File: src/prmmd_pkg.sv
// ----------------------------------------------------------------------------
// prmmd_pkg
// Shared widths, types and the square root digit step for the point to
// rectangle least / greatest distance core.
// ----------------------------------------------------------------------------
package prmmd_pkg;

  localparam int COORD_BITS = 16;
  localparam int FRAC_BITS  = 8;
  localparam int OUT_W      = 25;

  // |a - b| of two coordinates fits COORD_BITS unsigned bits
  localparam int DIFF_W   = COORD_BITS;
  localparam int SQR_W    = 2 * DIFF_W;
  localparam int D2_W     = SQR_W + 1;
  localparam int RAD_W    = D2_W + 2 * FRAC_BITS;
  localparam int ROOT_W   = (RAD_W + 1) / 2;
  localparam int RAD_EVEN = 2 * ROOT_W;
  localparam int REM_W    = ROOT_W + 2;

  // root digits resolved per square root pipeline stage
  localparam int SQ_STEPS  = 2;
  localparam int SQ_STAGES = (ROOT_W + SQ_STEPS - 1) / SQ_STEPS;

  // lane 0: least distance, lane 1: greatest distance
  localparam int NLANE = 2;

  typedef logic signed [COORD_BITS-1:0] coord_t;
  typedef logic [DIFF_W-1:0]            diff_t;
  typedef logic [SQR_W-1:0]             sqr_t;
  typedef logic [D2_W-1:0]              d2_t;
  typedef logic [RAD_EVEN-1:0]          rad_t;
  typedef logic [ROOT_W-1:0]            root_t;
  typedef logic [REM_W-1:0]             rem_t;
  typedef logic [OUT_W-1:0]             dist_t;

  typedef struct packed {
    rem_t  rem;
    root_t root;
    rad_t  rad;
  } sqrt_st_t;

  // One restoring digit step: bring down the next bit pair, try (4*root + 1).
  function automatic sqrt_st_t sqrt_step(sqrt_st_t s);
    sqrt_st_t         r;
    logic [REM_W+1:0] rem_sh;
    logic [REM_W+1:0] trial;
    logic [REM_W+1:0] diff;
    rem_sh = {s.rem, s.rad[RAD_EVEN-1 -: 2]};
    trial  = {2'b00, s.root, 2'b01};
    diff   = rem_sh - trial;
    r.rad  = {s.rad[RAD_EVEN-3:0], 2'b00};
    if (rem_sh >= trial) begin
      r.rem  = diff[REM_W-1:0];
      r.root = {s.root[ROOT_W-2:0], 1'b1};
    end else begin
      r.rem  = rem_sh[REM_W-1:0];
      r.root = {s.root[ROOT_W-2:0], 1'b0};
    end
    return r;
  endfunction

endpackage

File: src/prmmd_sqrt.sv
// ----------------------------------------------------------------------------
// prmmd_sqrt
// Pipelined integer square root, two lanes in lock step. Each stage resolves up to
// SQ_STEPS root digits (the last one fewer if ROOT_W is odd); the last stage is the output register.
// ----------------------------------------------------------------------------
module prmmd_sqrt (
  input  logic            clk_i,
  input  logic            rst_ni,
  input  logic            in_valid_i,
  output logic            in_ready_o,
  input  prmmd_pkg::d2_t  d2_i   [prmmd_pkg::NLANE],
  output logic            out_valid_o,
  input  logic            out_ready_i,
  output prmmd_pkg::root_t root_o [prmmd_pkg::NLANE]
);

  logic                     v_q  [prmmd_pkg::SQ_STAGES];
  prmmd_pkg::sqrt_st_t      st_q [prmmd_pkg::SQ_STAGES][prmmd_pkg::NLANE];
  logic [prmmd_pkg::SQ_STAGES:0] en;

  assign en[prmmd_pkg::SQ_STAGES] = out_ready_i;
  assign in_ready_o               = en[0];

  for (genvar s = 0; s < prmmd_pkg::SQ_STAGES; s++) begin : g_stage
    logic                v_in;
    prmmd_pkg::sqrt_st_t st_in  [prmmd_pkg::NLANE];
    prmmd_pkg::sqrt_st_t st_nxt [prmmd_pkg::NLANE];

    // a stage moves when empty or when the one after it moves
    assign en[s] = !v_q[s] || en[s+1];

    if (s == 0) begin : g_first
      assign v_in = in_valid_i;
      for (genvar l = 0; l < prmmd_pkg::NLANE; l++) begin : g_lane
        assign st_in[l].rem  = '0;
        assign st_in[l].root = '0;
        assign st_in[l].rad  = prmmd_pkg::rad_t'(d2_i[l]) << (2 * prmmd_pkg::FRAC_BITS);
      end
    end else begin : g_next
      assign v_in  = v_q[s-1];
      assign st_in = st_q[s-1];
    end

    always_comb begin
      for (int l = 0; l < prmmd_pkg::NLANE; l++) begin
        st_nxt[l] = st_in[l];
        for (int j = 0; j < prmmd_pkg::SQ_STEPS; j++) begin
          if (s * prmmd_pkg::SQ_STEPS + j < prmmd_pkg::ROOT_W) begin
            st_nxt[l] = prmmd_pkg::sqrt_step(st_nxt[l]);
          end
        end
      end
    end

    always_ff @(posedge clk_i or negedge rst_ni) begin
      if (!rst_ni) begin
        v_q[s] <= 1'b0;
      end else if (en[s]) begin
        v_q[s] <= v_in;
      end
    end

    always_ff @(posedge clk_i) begin
      if (en[s] && v_in) begin
        st_q[s] <= st_nxt;
      end
    end
  end

  assign out_valid_o = v_q[prmmd_pkg::SQ_STAGES-1];

  for (genvar l = 0; l < prmmd_pkg::NLANE; l++) begin : g_out
    assign root_o[l] = st_q[prmmd_pkg::SQ_STAGES-1][l].root;
  end

endmodule

File: config.mk
export PLATFORM = sky130hd
export DESIGN_NAME = prmmd_sqrt
export DESIGN_NICKNAME = d
export VERILOG_FILES = /design/src/prmmd_pkg.sv /design/src/prmmd_sqrt.sv
export SDC_FILE = /design/constraint.sdc
export NUM_CORES = 2
export LEC_CHECK = 0
export BUFFER_PORTS_ARGS = -buffer_cell sky130_fd_sc_hd__buf_4
export CAP_MARGIN = 20
export CORE_MARGIN = 2
export CORE_UTILIZATION = 25
export CTS_CLUSTER_DIAMETER = 60
export DETAILED_ROUTE_END_ITERATION = 12
export PLACE_DENSITY = 0.44
export SYNTH_ARGS = -nofsm -noshare
export SYNTH_HDL_FRONTEND = slang
export SYNTH_SLANG_ARGS = --single-unit
File: constraint.sdc
create_clock -name clk_i -period 7.4 [get_ports clk_i]
set_input_delay 1.11 -clock clk_i [delete_from_list [all_inputs] [get_ports clk_i]]
set_output_delay 1.11 -clock clk_i [all_outputs]
set_load 0.01 [all_outputs]
# After elaboration in Yosys (flattened, before gate mapping)
# Memories as Yosys holds them, arrays and structs flattened.
# Index checks and enable logic that the tools add are counted.
# op_classes
muxes	76
reduce_logical	39
n_addsub	50
n_lt_le_gt_ge	50
# op_table
cell	count
$mux W52	50
$ge A29 B27 Y1	48
$sub A27 B27 Y27	48
$mux W1	26
$logic_and A1 B1 Y1	13
$logic_not A1 Y1	13
$logic_or A1 B1 Y1	13
$sub A1 B1 Y2 const B	2
$ge A1 B1 Y1 const B	2
# totals
wordCells	229
out_inout_bits	52
memories	1
regBits	13
mem_bits_rw	2600
# memory_table
memory	words	word_bits	read_ports	rd_clocked_by_memory_dff	wr	line_no	rtl
st_q	13	200	13	0	13	prmmd_sqrt.sv:18	prmmd_pkg::sqrt_st_t st_q [prmmd_pkg::SQ_STAGES][prmmd_pkg::NLANE];

# Logic depth before layout (Yosys ltp)
# logic_depth
ltp_word	17
ltp_mapped	30
mapped_depth_nobuf	26

# Worst setup path before layout
# No wires, ideal clock.
# synth_timing
path_kind	input port to flip-flop
start	input out_ready_i
end	memory st_q[0][630] (netlist name), enable pin
t_arrival_ps	6876
setup_ps	634
path_slack_ps	-110
path_buffers	0
stages	6
required_ps	6766
path_cell_list	nor2b_1 > nand3_1 > nor2_1 > nand4_1 > nor2_1 > a31oi_1
# synth_lines
element	line_no	rtl
start: declaration	prmmd_sqrt.sv:13	input logic out_ready_i,
end: declaration	prmmd_sqrt.sv:18	

==> results.json <==
{
  "post_cts_resize_count": 0,
  "die_area_um2": 344000,
  "drive_above_1_share": 0.0871,
  "holdBufCountCts": 0,
  "cap_violations": 0,
  "synth_cells": 8588,
  "ir_worst_vdd_uv": 209,
  "grt_pass1_vias": 64600,
  "cp.required_ns": 7.95,
  "drc": 0,
  "synth_top_family_by_area": "simple AND/OR/NAND/NOR gates",
  "finalCritPeriodShare": 0.926,
  "worstPathArrival_ns": 7.40,
  "clock-root-buffer": "clkbuf_16",
  "core_um2": 339000,
  "cts_buffers": 170,
  "grtUsageTotal": 0.130,
  "rr_startpoint": "st_q[1][149]",
  "num_vias": 64100,
  "r2r_slack_ns": 0.55,
  "ant_nets": 0,
  "ys_ff_latch": 1227,
  "post-dp-hpwl_um": 184000,
  "seqCellArea_um2": 36800,
  "fin_tns_setup_ns": 0,
  "crit_type": "reg2reg",
  "portBuffers": 121,
  "hold_viol": 0,
  "grt_use_met3": 0.0151,
  "met1_usage": 0.162,
  "io-pin-count": 122,
  "nFillCells": 35300,
  "critPathLaunchType": "register",
  "outcome": "finished clean",
  "yosys_warnings": 0,
  "multi_input_area_um2": 45400,
  "syn-num-nets": 9328,
  "grt-busiest-layer": "met2",
  "synthAdderAreaFrac": 0.0999,
  "die_h_um": 587,
  "cts_tree": "yes",
  "grtUsageMet2": 0.232,
  "cp_max_fo": 13,
  "post_synth_num_cell_types": 98,
  "post-cts-setup-buffers": 0,
  "max_freq_mhz": 146,
  "antenna_found_initial": 7,
  "cts.sinks": 1227,
  "initial_core_util": 0.251,
  "clock_skew_ns": 0.0750,
  "tightest_slew_ns": 1.15,
  "muxShareOfSynthArea": 0.0259,
  "synth_edf_count": 1214,
  "synthArstFlopShare": 0.0106,
  "grt_max_degree": 107,
  "max_slew_margin": 0.229,
  "fin_crit_ns": 6.85,
  "setup_viol": 0,
  "synthSimpleGateAreaFrac": 0.165,
  "final_core_util": 0.288,
  "grt_pass1_wl_um": 365000,
  "die_w_um": 587,
  "ys_seq_area_frac": 0.433,
  "gr-total-overflow": 0,
  "p_leak_nw": 37.7,
  "syn-cell-area_um2": 84900,
  "syn_avg_cell_area_um2": 9.89,
  "clk_pin_slew_ns": 0.06,
  "insertion_delay_ns": 0.87,
  "layout.nets": 9531,
  "worstSetupEndpointType": "register",
  "r2r_end": "st_q[1][384]",
  "wl_per_cell_um": 17.2,
  "synth-xor-area-share": 0.0816,
  "drt_iter0_markers": 3703,
  "std_cell_rows": 214,
  "htree_num_levels": 4,
  "clock_path_buffers": 4,
  "hp-class": "in2async",
  "routabilityCongestion": 0.886,
  "syn2layout_area_growth_pct": 14.7,
  "reg2reg_depth": 22,
  "grt_setup_unrepaired": "no",
  "final_max_slew_viol_count": 0,
  "drtPass1Iterations": 5,
  "synth_compound_area_frac": 0.160,
  "powerDensity_nw_per_um2": 378,
  "synth-main-ff-cell": "edfxtp_1",
  "vias_per_cell": 4.77,
  "wl_um": 232000
}
==> registers in the layout (all words and copies together), names as in the netlist <==
name          count
st_q           1214
out_valid_o       1
g_stage.v_in     12
==> routing by layer <==
metal | up-vias | wire length, um
li1 | 32200 | -
met3 | 365 | 6840
met1 | 30500 | 103000
met4 | 0 | 8380
met5 | - | 0
met2 | 1071 | 113000
==> stage by stage <==
| stage | instance area, um2 | std cells | total power [mW] | hold WS (ns) | setup WS [ns] |
|---|---|---|---|---|---|
| after floorplan | 85000 | 8588 | 24.2 | 0.400 | 0.784 |
| final | 97500 | 13500 | 36.9 | 0.171 | 0.547 |
| after global routing | 97500 | 13500 | 39.7 | 0.145 | 0.0500 |
| after detailed placement | 91700 | 13200 | 28.5 | 0.405 | 0.510 |
| after CTS | 97500 | 13500 | 37.2 | 0.106 | 0.475 |
| after global placement | 91700 | 13200 | 28.3 | 0.401 | 0.527 |
==> logic make-up after synthesis <==
| logic type | count (synthesis) |
|---|---|
| adder cells (fa/ha/maj) | 670 |
| AND/OR/NAND/NOR | 2826 |
| flip-flops | 1227 |
| AO/OA/AOI/OAI | 2112 |
| buffers and inverters | 763 |
| XOR/XNOR | 791 |
| multiplexers | 199 |
==> layout make-up <==
cell class                 count  share of cell area
timing repair buffer         228              0.0183
tap                         4536              0.0582
inverter                     566              0.0218
clock inverter               106              0.0138
multi-input combinational   6598               0.465
antenna                        3           0.0000770
clock buffer                 191              0.0449
sequential                  1227               0.377
==> worst max path at each step <==
stage | startpoint | endpoint | cells past startpoint
after floorplan | out_ready_i | st_q[1][449] | 2
after global routing | st_q[1][249] | st_q[1][483] | 25
after detailed placement | st_q[0][1376] | st_q[0][1577] | 19
after global placement | st_q[0][1376] | st_q[0][1577] | 19
after CTS | st_q[0][1376] | st_q[0][1583] | 19
final | st_q[1][149] | st_q[1][384] | 22
==> worst max-delay path, stage by stage, from the launching register on <==
cell and delay (ns):
edfxtp_1 0.39, inv_1 0.18, ha_1 0.26, a21o_1 0.16
a21oi_1 0.27, o211ai_1 0.19, a32o_1 0.36, a21boi_0 0.41
o211a_1 0.41, mux2_2 0.42, fa_1 0.44, a21o_1 0.18
a21oi_1 0.21, nand2b_1 0.20, a211o_1 0.19, nand4_1 0.15
a41oi_1 0.35, o21ai_0 0.22, a31oi_1 0.29, o211ai_1 0.19
nor4_2 0.34, inv_1 0.36, mux2_2 0.38
==> layout by cell type (no fill, tap or decap), types with 40 or more instances in the layout <==
cell       Yosys  layout
buf_4          1     221
nor2_1       775     775
or3_1         90      90
or4_1         49      49
o31ai_1       82      82
o21ai_0      404     404
o21a_1       117     117
a21o_1       243     243
nor3_1       261     261
o21bai_1      79      79
inv_1        554     554
edfxtp_1    1214    1214
a211oi_1      64      64
nand4_1       87      87
ha_1         656     656
and2_1        58      50
and3_1        55      55
or2_2         59      59
a21oi_1      652     651
nor4_1       104     101
nand3b_1      40      40
nor2b_1      111     108
nand2b_1     128     128
xor2_1       282     282
xnor2_1      509     509
mux2_2       158     158
a31oi_1       63      61
clkbuf_16      0     172
nand3_1      205     205
nand2_1      649     649
==> where the power goes <==
part | switching, mW | internal (mW) | total [mW]
registers | 1.29 | 10.1 | 11.4
logic | 9.81 | 7.29 | 17.1
clock network | 3.19 | 5.19 | 8.38
total | 14.3 | 22.6 | 36.9
==> synthesized netlist by cell type, drive strengths merged, types with 164 or more instances <==
master / n / share of area
nand2: 649 / 0.029
ha: 656 / 0.097
inv: 561 / 0.025
nor3: 264 / 0.016
xnor2: 509 / 0.052
mux2: 164 / 0.022
a21o: 243 / 0.021
a21oi: 653 / 0.039
nand3: 205 / 0.012
xor2: 282 / 0.029
nor2: 776 / 0.034
o21ai: 410 / 0.024
edfxtp: 1214 / 0.43
Note: power is estimated with default switching activity, not from simulation.
